===== src/rtl/core/itp_pkg.sv =====
`default_nettype none

package itp_pkg;

   localparam int unsigned MAX_FIELD_CHARS = 255;
   localparam logic [7:0]  COUNT_CAP = (MAX_FIELD_CHARS > 255) ? 8'd255 : 8'(MAX_FIELD_CHARS);

   localparam logic ACTION_CHAR = 1'b0;
   localparam logic ACTION_END  = 1'b1;

   localparam logic [1:0] CSR_NUMBER_BASE = 2'd0;
   localparam logic [1:0] CSR_SIGNED_MODE = 2'd1;
   localparam logic [1:0] CSR_UPPER_LIMIT = 2'd2;
   localparam logic [1:0] CSR_LOWER_LIMIT = 2'd3;

   localparam logic [7:0] CHAR_ZERO    = 8'h30;
   localparam logic [7:0] CHAR_NINE    = 8'h39;
   localparam logic [7:0] CHAR_LOWER_A = 8'h61;
   localparam logic [7:0] CHAR_LOWER_Z = 8'h7a;
   localparam logic [7:0] CHAR_UPPER_A = 8'h41;
   localparam logic [7:0] CHAR_UPPER_Z = 8'h5a;
   localparam logic [7:0] CHAR_MINUS   = 8'h2d;
   localparam logic [5:0] DIGIT_NONE   = 6'd36;

   localparam logic [63:0] SIGNED_MAX = 64'h7fff_ffff_ffff_ffff;

   typedef enum logic [1:0] {
      STATUS_OK        = 2'd0,
      STATUS_NO_DIGITS = 2'd1,
      STATUS_RANGE     = 2'd2
   } status_type;

   typedef struct packed {
      logic       action;
      logic [7:0] char_code;
   } req_type;

   typedef struct packed {
      logic [63:0] value_bits;
      logic [7:0]  consumed;
      status_type  status;
   } rsp_type;

   typedef struct packed {
      logic [5:0]  number_base;
      logic        signed_mode;
      logic [63:0] upper_limit;
      logic [63:0] lower_limit;
   } cfg_type;

   typedef struct packed {
      logic [63:0] magnitude;
      logic [7:0]  char_count;
      logic        minus_seen;
      logic        parse_stopped;
      logic        digit_seen;
      logic        range_error;
      logic        first_pending;
   } parse_state_type;

   localparam cfg_type CFG_RESET = '{
      number_base: 6'd10,
      signed_mode: 1'b1,
      upper_limit: 64'h7fff_ffff_ffff_ffff,
      lower_limit: 64'h8000_0000_0000_0000
   };

   localparam parse_state_type PARSE_CLEAR = '{
      magnitude:     64'd0,
      char_count:    8'd0,
      minus_seen:    1'b0,
      parse_stopped: 1'b0,
      digit_seen:    1'b0,
      range_error:   1'b0,
      first_pending: 1'b1
   };

   function automatic logic [5:0] digit_value(input logic [7:0] c);
      logic [5:0] d;
      d = DIGIT_NONE;
      if (c >= CHAR_ZERO && c <= CHAR_NINE) begin
         d = 6'(c - CHAR_ZERO);
      end else if (c >= CHAR_LOWER_A && c <= CHAR_LOWER_Z) begin
         d = 6'(c - CHAR_LOWER_A) + 6'd10;
      end else if (c >= CHAR_UPPER_A && c <= CHAR_UPPER_Z) begin
         d = 6'(c - CHAR_UPPER_A) + 6'd10;
      end
      return d;
   endfunction

endpackage

`default_nettype wire


===== src/rtl/core/itp_step.sv =====
`default_nettype none

module itp_step (
   input  var itp_pkg::cfg_type         cfg,
   input  var itp_pkg::parse_state_type state,
   input  var logic [7:0]               char_code,
   output itp_pkg::parse_state_type     state_next
);

   logic [5:0]  digit;
   logic [63:0] bound;
   logic [69:0] product;
   logic [70:0] sum;
   logic [7:0]  count_next;

   assign digit   = itp_pkg::digit_value(char_code);
   assign product = 70'(state.magnitude) * 70'(cfg.number_base);
   assign sum     = 71'(product) + 71'(digit);

   assign count_next = (state.char_count < itp_pkg::COUNT_CAP) ?
                       state.char_count + 8'd1 : state.char_count;

   // magnitude limit for the current sign
   always_comb begin
      if (cfg.signed_mode) begin
         if (state.minus_seen) begin
            bound = cfg.lower_limit[63] ? 64'd0 - cfg.lower_limit : 64'd0;
         end else begin
            bound = (cfg.upper_limit > itp_pkg::SIGNED_MAX) ?
                    itp_pkg::SIGNED_MAX : cfg.upper_limit;
         end
      end else begin
         bound = cfg.upper_limit;
      end
   end

   always_comb begin
      state_next = state;
      if (!state.parse_stopped) begin
         state_next.first_pending = 1'b0;
         if (state.first_pending && cfg.signed_mode && char_code == itp_pkg::CHAR_MINUS) begin
            state_next.minus_seen = 1'b1;
            state_next.char_count = count_next;
         end else if (digit >= cfg.number_base) begin
            state_next.parse_stopped = 1'b1;
         end else if (sum > 71'(bound)) begin
            state_next.range_error   = 1'b1;
            state_next.parse_stopped = 1'b1;
         end else begin
            state_next.magnitude  = sum[63:0];
            state_next.digit_seen = 1'b1;
            state_next.char_count = count_next;
         end
      end
   end

endmodule

`default_nettype wire


===== src/rtl/core/integer_text_parser_unit.sv =====
`default_nettype none

// Streaming integer text parser, radix 2 to 36.
// req channel: one transaction per character (action char) and one that
// closes the field (action end). Only the end transaction yields a result.
// rsp channel: value_bits, consumed and status for each closed field.
// csr port: write-only registers number_base, signed_mode, upper_limit and
// lower_limit, written when csr_wr_en is high; the user must write them only
// while no field is in flight, as the block itself does not enforce it.
// An end transaction's result is registered in the output register.
// Throughput: one transaction per cycle unless an end transaction waits;
// the multiply-add-compare on the accumulated magnitude is combinational.
// A stalled rsp transaction holds in the output register; the input
// register keeps taking characters meanwhile, and an end transaction waits
// there until the output register frees, which then stalls req.
// Reset (synchronous) loads the register defaults, clears the parse state
// and empties both registers; req_ready is high on the first cycle after.

module integer_text_parser_unit (
   input  var logic              clock,
   input  var logic              reset,
   input  var logic              req_valid,
   output logic                  req_ready,
   input  var itp_pkg::req_type  req_data,
   output logic                  rsp_valid,
   input  var logic              rsp_ready,
   output itp_pkg::rsp_type      rsp_data,
   input  var logic              csr_wr_en,
   input  var logic [1:0]        csr_index,
   input  var logic [63:0]       csr_wdata
);

   logic                      in_vld_ff, in_vld_in;
   itp_pkg::req_type          in_item_ff, in_item_in;
   itp_pkg::parse_state_type  state_ff, state_in, state_step;
   itp_pkg::cfg_type          cfg_ff, cfg_in;
   logic                      rsp_vld_ff, rsp_vld_in;
   itp_pkg::rsp_type          rsp_data_ff, rsp_data_in;

   logic out_free;
   logic advance;
   logic is_end;

   itp_step u_step (
      .cfg        (cfg_ff),
      .state      (state_ff),
      .char_code  (in_item_ff.char_code),
      .state_next (state_step)
   );

   assign is_end    = in_item_ff.action == itp_pkg::ACTION_END;
   assign out_free  = !rsp_vld_ff || rsp_ready;
   assign advance   = in_vld_ff && (!is_end || out_free);
   assign req_ready = !in_vld_ff || advance;

   always_comb begin
      in_vld_in  = in_vld_ff;
      in_item_in = in_item_ff;
      if (req_ready) begin
         in_vld_in  = req_valid;
         in_item_in = req_data;
      end
   end

   always_comb begin
      state_in = state_ff;
      if (advance) begin
         state_in = is_end ? itp_pkg::PARSE_CLEAR : state_step;
      end
   end

   always_comb begin
      rsp_vld_in  = rsp_vld_ff && !rsp_ready;
      rsp_data_in = rsp_data_ff;
      if (advance && is_end) begin
         rsp_vld_in = 1'b1;
         if (!state_ff.digit_seen) begin
            rsp_data_in.value_bits = 64'd0;
            rsp_data_in.consumed   = 8'd0;
            rsp_data_in.status     = itp_pkg::STATUS_NO_DIGITS;
         end else if (state_ff.range_error) begin
            rsp_data_in.value_bits = 64'd0;
            rsp_data_in.consumed   = state_ff.char_count;
            rsp_data_in.status     = itp_pkg::STATUS_RANGE;
         end else begin
            rsp_data_in.value_bits = state_ff.minus_seen ?
                                     64'd0 - state_ff.magnitude : state_ff.magnitude;
            rsp_data_in.consumed   = state_ff.char_count;
            rsp_data_in.status     = itp_pkg::STATUS_OK;
         end
      end
   end

   always_comb begin
      cfg_in = cfg_ff;
      if (csr_wr_en) begin
         unique case (csr_index)
            itp_pkg::CSR_NUMBER_BASE: cfg_in.number_base = csr_wdata[5:0];
            itp_pkg::CSR_SIGNED_MODE: cfg_in.signed_mode = csr_wdata[0];
            itp_pkg::CSR_UPPER_LIMIT: cfg_in.upper_limit = csr_wdata;
            itp_pkg::CSR_LOWER_LIMIT: cfg_in.lower_limit = csr_wdata;
         endcase
      end
   end

   always_ff @(posedge clock) begin
      if (reset) begin
         in_vld_ff  <= 1'b0;
         rsp_vld_ff <= 1'b0;
         state_ff   <= itp_pkg::PARSE_CLEAR;
         cfg_ff     <= itp_pkg::CFG_RESET;
      end else begin
         in_vld_ff  <= in_vld_in;
         rsp_vld_ff <= rsp_vld_in;
         state_ff   <= state_in;
         cfg_ff     <= cfg_in;
      end
   end

   always_ff @(posedge clock) begin
      in_item_ff  <= in_item_in;
      rsp_data_ff <= rsp_data_in;
   end

   assign rsp_valid = rsp_vld_ff;
   assign rsp_data  = rsp_data_ff;

endmodule

`default_nettype wire


===== config.mk =====
export PLATFORM = sky130hd
export DESIGN_NAME = integer_text_parser_unit
export DESIGN_NICKNAME = d
export VERILOG_FILES = /design/src/rtl/core/itp_pkg.sv /design/src/rtl/core/itp_step.sv /design/src/rtl/core/integer_text_parser_unit.sv
export SDC_FILE = /design/constraint.sdc
export NUM_CORES = 2
export LEC_CHECK = 0
export BUFFER_PORTS_ARGS = -buffer_cell sky130_fd_sc_hd__buf_2
export CAP_MARGIN = 10
export CORE_MARGIN = 4
export CORE_UTILIZATION = 58
export DETAILED_ROUTE_END_ITERATION = 6
export PLACE_DENSITY = 0.79
export SETUP_SLACK_MARGIN = 0.5
export SLEW_MARGIN = 20
export SYNTH_ARGS = -nofsm -noshare
export SYNTH_HDL_FRONTEND = slang
export SYNTH_HIERARCHICAL = 1
export SYNTH_SLANG_ARGS = --single-unit
export TNS_END_PERCENT = 1

===== constraint.sdc =====
create_clock -name clock -period 7.74 [get_ports clock]
set_input_delay 0.774 -clock clock [delete_from_list [all_inputs] [get_ports clock]]
set_output_delay 0.774 -clock clock [all_outputs]
set_load 0.05 [all_outputs]

# After elaboration in Yosys (flattened, before gate mapping)
# Cells that the tools add are included.
word_totals:
  reg_bits: 297
  out_inout_bits: 76
op_classes:
  add_sub_neg: 9
  n_mul: 1
  magnitude_cmp: 10
  n_eq_ne: 10
  n_mux: 24
  bitwise_logic: 1
  reduce_logical: 28
op_table:
  columns: ["cell", "count"]
  rows:
  - ["64-bit 2-to-1 mux", 6]
  - ["77-bit 2-to-1 mux", 2]
  - ["72-bit 2-to-1 mux", 2]
  - ["1-bit by 64-bit subtractor with 64-bit output, first input constant", 2]
  - ["70-bit by 6-bit adder with 71-bit output", 1]
  - ["71-bit by 64-bit greater-than comparator with 1-bit output", 1]
  - ["64-bit by 6-bit multiplier with 70-bit output", 1]
  - ["64-bit by 63-bit greater-than comparator with 1-bit output, second input constant", 1]
  - ["6-bit 2-to-1 mux", 3]
  - ["8-bit by 7-bit >= comparator with 1-bit output, second input constant", 2]
  - ["8-bit by 7-bit less-or-equal comparator with 1-bit output, second input constant", 2]
  - ["8-bit 2-to-1 mux", 2]
  - ["6-bit by 4-bit adder with 6-bit output, second input constant", 2]
  - ["6-bit subtractor, second input constant", 2]
  - ["2-bit AND reduction", 5]
  - ["5-bit AND reduction", 2]
  - ["8-bit by 1-bit adder with 8-bit output, second input constant", 1]
  - ["8-bit by 6-bit equality test with 1-bit output, second input constant", 1]
  - ["8-bit by 6-bit >= comparator with 1-bit output, second input constant", 1]
  - ["8-bit by 6-bit less-or-equal comparator with 1-bit output, second input constant", 1]
  - ["1-bit logical AND", 8]
  - ["8-bit less-than comparator, second input constant", 1]
  - ["2-bit != test, second input constant", 4]
  - ["6-bit >= comparator", 1]
  - ["other kinds (15)", 29]

# Logic depth before layout (Yosys ltp)
logic_depth:
  ltp_word: 12
  depth_mapped: 41

# Hierarchy
# Netlist, hierarchy kept.
modules_own_cells:
  columns: ["module", "instances", "cells_each", "area_each_um2"]
  rows:
  - ["itp_step", 1, 2312, 18431.4]
  - ["integer_text_parser_unit", 1, 1353, 12358.1]

# Least setup slack after synthesis
# No wires, ideal clock.
synth_path:
  kind: "flip-flop to flip-flop"
  startpoint: "reg cfg_ff[134] in the netlist's numbering"
  endpoint: "reg state_ff[64] in the netlist's numbering"
  setup_ns: 0.128
  t_arrival_ns: 8.272
  setup_slack_ns: -0.659
  stages_incl_launch_ff: 34
  path_buffers: 4
  synth_period_minus_slack_ns: 8.399
  path_cell_list: "dfxtp_1 -> clkbuf_1 -> clkbuf_1 -> nand2_1 -> fa_1 -> fa_1 -> inv_1 -> fa_1 -> inv_1 -> fa_1 -> inv_1 -> ha_1 -> o211ai_1 -> o21ai_0 -> nand3_1 -> a21oi_1 -> nor3_1 -> o41a_1 -> xnor2_1 -> ha_1 -> a2111oi_0 -> o221ai_1 -> a221o_1 -> a21o_1 -> o31ai_1 -> nand2b_1 -> nand4bb_1 -> a221o_1 -> nor4_2 -> buf_4 -> buf_6 -> mux2_1 -> a22oi_1 -> nor2_1"
synth_lines:
  columns: ["element", "line_no", "source"]
  rows:
  - ["start: declaration", "integer_text_parser_unit.sv:36", "itp_pkg::cfg_type cfg_ff, cfg_in;"]
  - ["start signal: assignment", "integer_text_parser_unit.sv:111", "cfg_ff <= itp_pkg::CFG_RESET;"]
  - ["start signal: assignment", "integer_text_parser_unit.sv:116", "cfg_ff <= cfg_in;"]
  - ["end signal: assignment", "integer_text_parser_unit.sv:110", "state_ff <= itp_pkg::PARSE_CLEAR;"]
  - ["end signal: assignment", "integer_text_parser_unit.sv:115", "state_ff <= state_in;"]
  - ["end: declaration", "integer_text_parser_unit.sv:35", "itp_pkg::parse_state_type state_ff, state_in, state_step;"]

==> metrics.md <==
| Metric | Value |
|---|---|
| Status | `finished with violations` |
| Violated checks | `negative setup slack` |
| Worst Path Required | `between 8 and 9 ns` |
| Multi-input gate area | `22,960 sq um` |
| Register clock-pin slew on the reported worst setup and hold paths | `roughly 0.07 ns` |
| Worst-path fanout max | `41` |
| Yosys reg bits | `between 200 and 300` |
| Internal power | `around 2.9 mW` |
| Proportion of synthesized area in mux cells | `3.036%` |
| Port buffer count | `155` |
| Worst Hold Endpoint | `in_item_ff[4]` |
| Synth Net Count | `roughly 4.2k` |
| Pin count of the biggest net entering global routing | `112` |
| Largest family of logic cells by synthesized area | `adder cells` |
| R2r endpoint | `state_ff[62]` |
| Fin crit share | `107.3%` |
| Vias per inst | `between 6 and 7` |
| CTS max path bufs | `3` |
| Mapped Avg Cell Area | `~8.4 sq um` |
| Power per Cell Area | `~110 nW/um^2` |
| Final WL | `between 90 and 100 mm` |
| Top FF cell, synth | `dfxtp_1` |
| First-pass GRT wire length | `approximately 150 mm` |
| Max_cap viols | `0` |
| R2R Setup Slk | `-0.57 ns` |
| Final Slew Violations | `0` |
| FP Rows | `84` |
| Slowest cell on crit path | `fa_1` |
| Comb power frac | `14.4%` |
| Total power | `between 4 and 5 mW` |
| Area grow syn2layout | `19.53%` |
| Fraction of registers with async set/reset | `0%` |
| Clk sinks | `roughly 300` |
| Remaining DRCs | `0` |
| Register Area | `6792 sq um` |
| Warnings from Yosys | `6` |
| Clock skew | `around 0.027 ns` |
| RSZ-0062 raised after global routing | `true` |
| Hold Buf Count CTS | `0` |
| Reg power frac | `41.8%` |
| Min-delay src | `req_data[4]` |
| Final std cells w/o fill | `approximately 4.8k` |
| Final HPWL DP | `between 70 and 80 mm` |
| Worst stage delay on the critical path | `between 0.5 and 0.6 ns` |
| Pleak | `between 15 and 20 nW` |
| Initial antenna violation count | `1` |
| Clock share of power | `between 40 and 50%` |
| Hold Fails Final Rpt | `0` |
| Worst r2r src | `cfg_ff[133]` |
| DP Cell Count | `between 4k and 5k` |
| Clk_lat worst skew | `around 0.57 ns` |
| Hold Path Class | `in2reg` |
| Die width | `~240 um` |
| Gpl congestion | `1.011` |
| Seq/Total Area, Yosys | `22.01%` |
| Number of enable flip-flop cells after synthesis | `83` |
| Overflow after GRT | `0` |
| Synthesized instance count | `roughly 3.7k` |
| Area of the die | `between 50,000 and 60,000 sq um` |
| Share of cells above drive strength 1 | `between 20 and 25%` |
| Starting density of the core | `between 50% and 60%` |
| Maximum level of the CTS H-tree | `2` |
| Worst slew margin | `roughly 28%` |
| Setup crit end kind | `flip-flop` |
| WL per Instance | `between 15 and 20 um` |
| Overall routing resource usage | `a little under a third` |
| Synth Area in Simple Gates | `about a quarter` |
| WS Path Type | `reg2reg` |
| # fillers | `4,080` |
| Path depth of the worst reg2reg path | `32` |
| Post-synthesis adder-cell area fraction | `about a quarter` |
| Core area | `approximately 53,000 sq um` |
| Setup TNS | `-35.61 ns` |
| # IOs | `around 160` |
| Max VDD drop | `between 0.15 and 0.2 mV` |
| Post-Synth XOR/XNOR Area | `4.096%` |
| Post-Syn Area | `between 30,000 and 40,000 sq um` |
| Worst Setup Start Kind | `flip-flop` |
| Synth cell types | `between 80 and 90` |
| F_max | `roughly 120 MHz` |
| CTS tree | `built` |
| Number of global-route vias before repair | `~28k` |
| Routed via count | `~29k` |
| Actual slew at the worst max-slew pin | `between 1 and 1.5 ns` |
| Post-layout net count | `about 4.6k` |
| Setup violators final | `74` |
| Sw Pwr | `~1.1 mW` |
| Switching share of power | `roughly 28%` |
| Worst EP arrival | `8.69 ns` |
| 1st-pass router iterations | `6` |
| CTS Buf Count | `35` |
| Fin util | `a little over two thirds` |
| Die Y-Extent | `roughly 240 um` |
| Root buffer cell | `clkbuf_16` |
| Final setup margin | `-0.5683 ns` |
| Synth Area in Compound Gates | `around 15%` |
| Crit path time final | `between 8 and 9 ns` |
| Diodes inserted | `0` |
| Hold path depth | `1` |
| Post-DRT Antenna Nets | `0` |
| Iteration-0 DRC Markers | `2,772` |
==> critical path: cells and delay by family (launching register included) <==
family,cells,cell delay [ns]
AO/OA/AOI/OAI,13,2.83
adder cells (fa/ha/maj),6,2.48
buffers and inverters,5,0.93
AND/OR/NAND/NOR,6,0.87
flip-flops,1,0.38
multiplexers,1,0.32
XOR/XNOR,1,0.21
==> worst max-delay path by stage <==
stage	startpoint	endpoint	slack (ns)	cells past startpoint
2_1_floorplan	cfg_ff[129]	state_ff[46]	0.23	34
4_1_cts	cfg_ff[130]	state_ff[66]	-0.48	29
3_3_place_gp	in_item_ff[0]	state_ff[76]	-0.97	35
5_1_grt	cfg_ff[133]	state_ff[62]	-0.85	35
3_5_place_dp	in_item_ff[0]	state_ff[76]	-1.08	35
6_report	cfg_ff[133]	state_ff[62]	-0.57	32
==> layout by cell type, fill, tap and decap left out, types with 73 or more instances in the layout <==
cell type	instances
nand2_1	548
buf_4	416
and2_1	259
fa_1	252
nor2_1	233
ha_1	219
a21oi_1	210
inv_1	209
dfxtp_1	206
buf_2	154
o21ai_0	141
edfxtp_1	83
a22oi_1	76
xnor2_1	73
==> stage by stage <==
stage	area, sq um	worst slack (ns)	hold slack [ns]
floorplan	31150	0.2303	0.4352
global placement	35160	-0.9732	0.4464
detailed placement	35160	-1.076	0.4516
CTS	36620	-0.4775	0.3617
global route	36800	-0.8450	0.3796
finish	36800	-0.5683	0.3912
==> layout make-up <==
class                      count  area share [%]
multi-input combinational   2940           62.38
sequential                   297           18.45
timing repair buffer         585           11.39
clock buffer                  41           2.553
tap                          688           2.339
inverter                     211           2.152
clock inverter                23          0.7309
==> flip-flops by register name, summed over array words and instances, names as in the netlist <==
name,cells
rsp_data,74
is_end,1
cfg_ff,135
rsp_valid,1
state_ff,77
in_vld_ff,1
in_item_ff,8
==> power by group through the flow <==
stage,clock network [mW],logic (mW),registers [mW]
5_1_grt,1.83,0.621,1.68
3_5_place_dp,0,0.557,1.71
3_3_place_gp,0,0.547,1.71
2_1_floorplan,0,0.365,1.73
4_1_cts,1.78,0.566,1.68
6_report,1.76,0.577,1.68
==> routing by layer <==
metal / routed length (um) / vias up / global-route usage [%]
li1: - / 13490 / -
met1: 39130 / 13850 / 44.04
met2: 41660 / 1314 / 49.89
met5: 0 / - / 0
met3: 8990 / 216 / 6.946
met4: 3154 / 0 / 10.41
==> synth_stat cells, types with 62 or more instances <==
cell type	instances	area, sq um
a21o_1	67	503.0
dfxtp_1	214	4284
nor3_1	63	315.3
a21oi_1	217	1086
nor2_1	235	882.1
o21ai_0	150	750.7
nand2_1	552	2072
edfxtp_1	83	2492
ha_1	231	2890
xor2_1	62	543.0
a22oi_1	78	585.6
nand3b_1	68	510.5
xnor2_1	82	718.2
clkbuf_1	190	713.2
and2_1	260	1627
inv_1	210	788.3
fa_1	252	5045
==> repair_timing <==
item	CTS	global route
pin swaps	4	15
resized for setup	30	34
buffers inserted	7	4
setup endpoints to repair	75	75
==> cell families after synthesis <==
family / after synthesis
and+or+nand+nor: 1507
buffers and inverters: 428
adders and majority gates: 483
AOI/OAI and AO/OA: 721
muxes: 85
DFF: 297
xor gates and xnor gates: 144
Note: power is estimated with default switching activity, not from simulation.
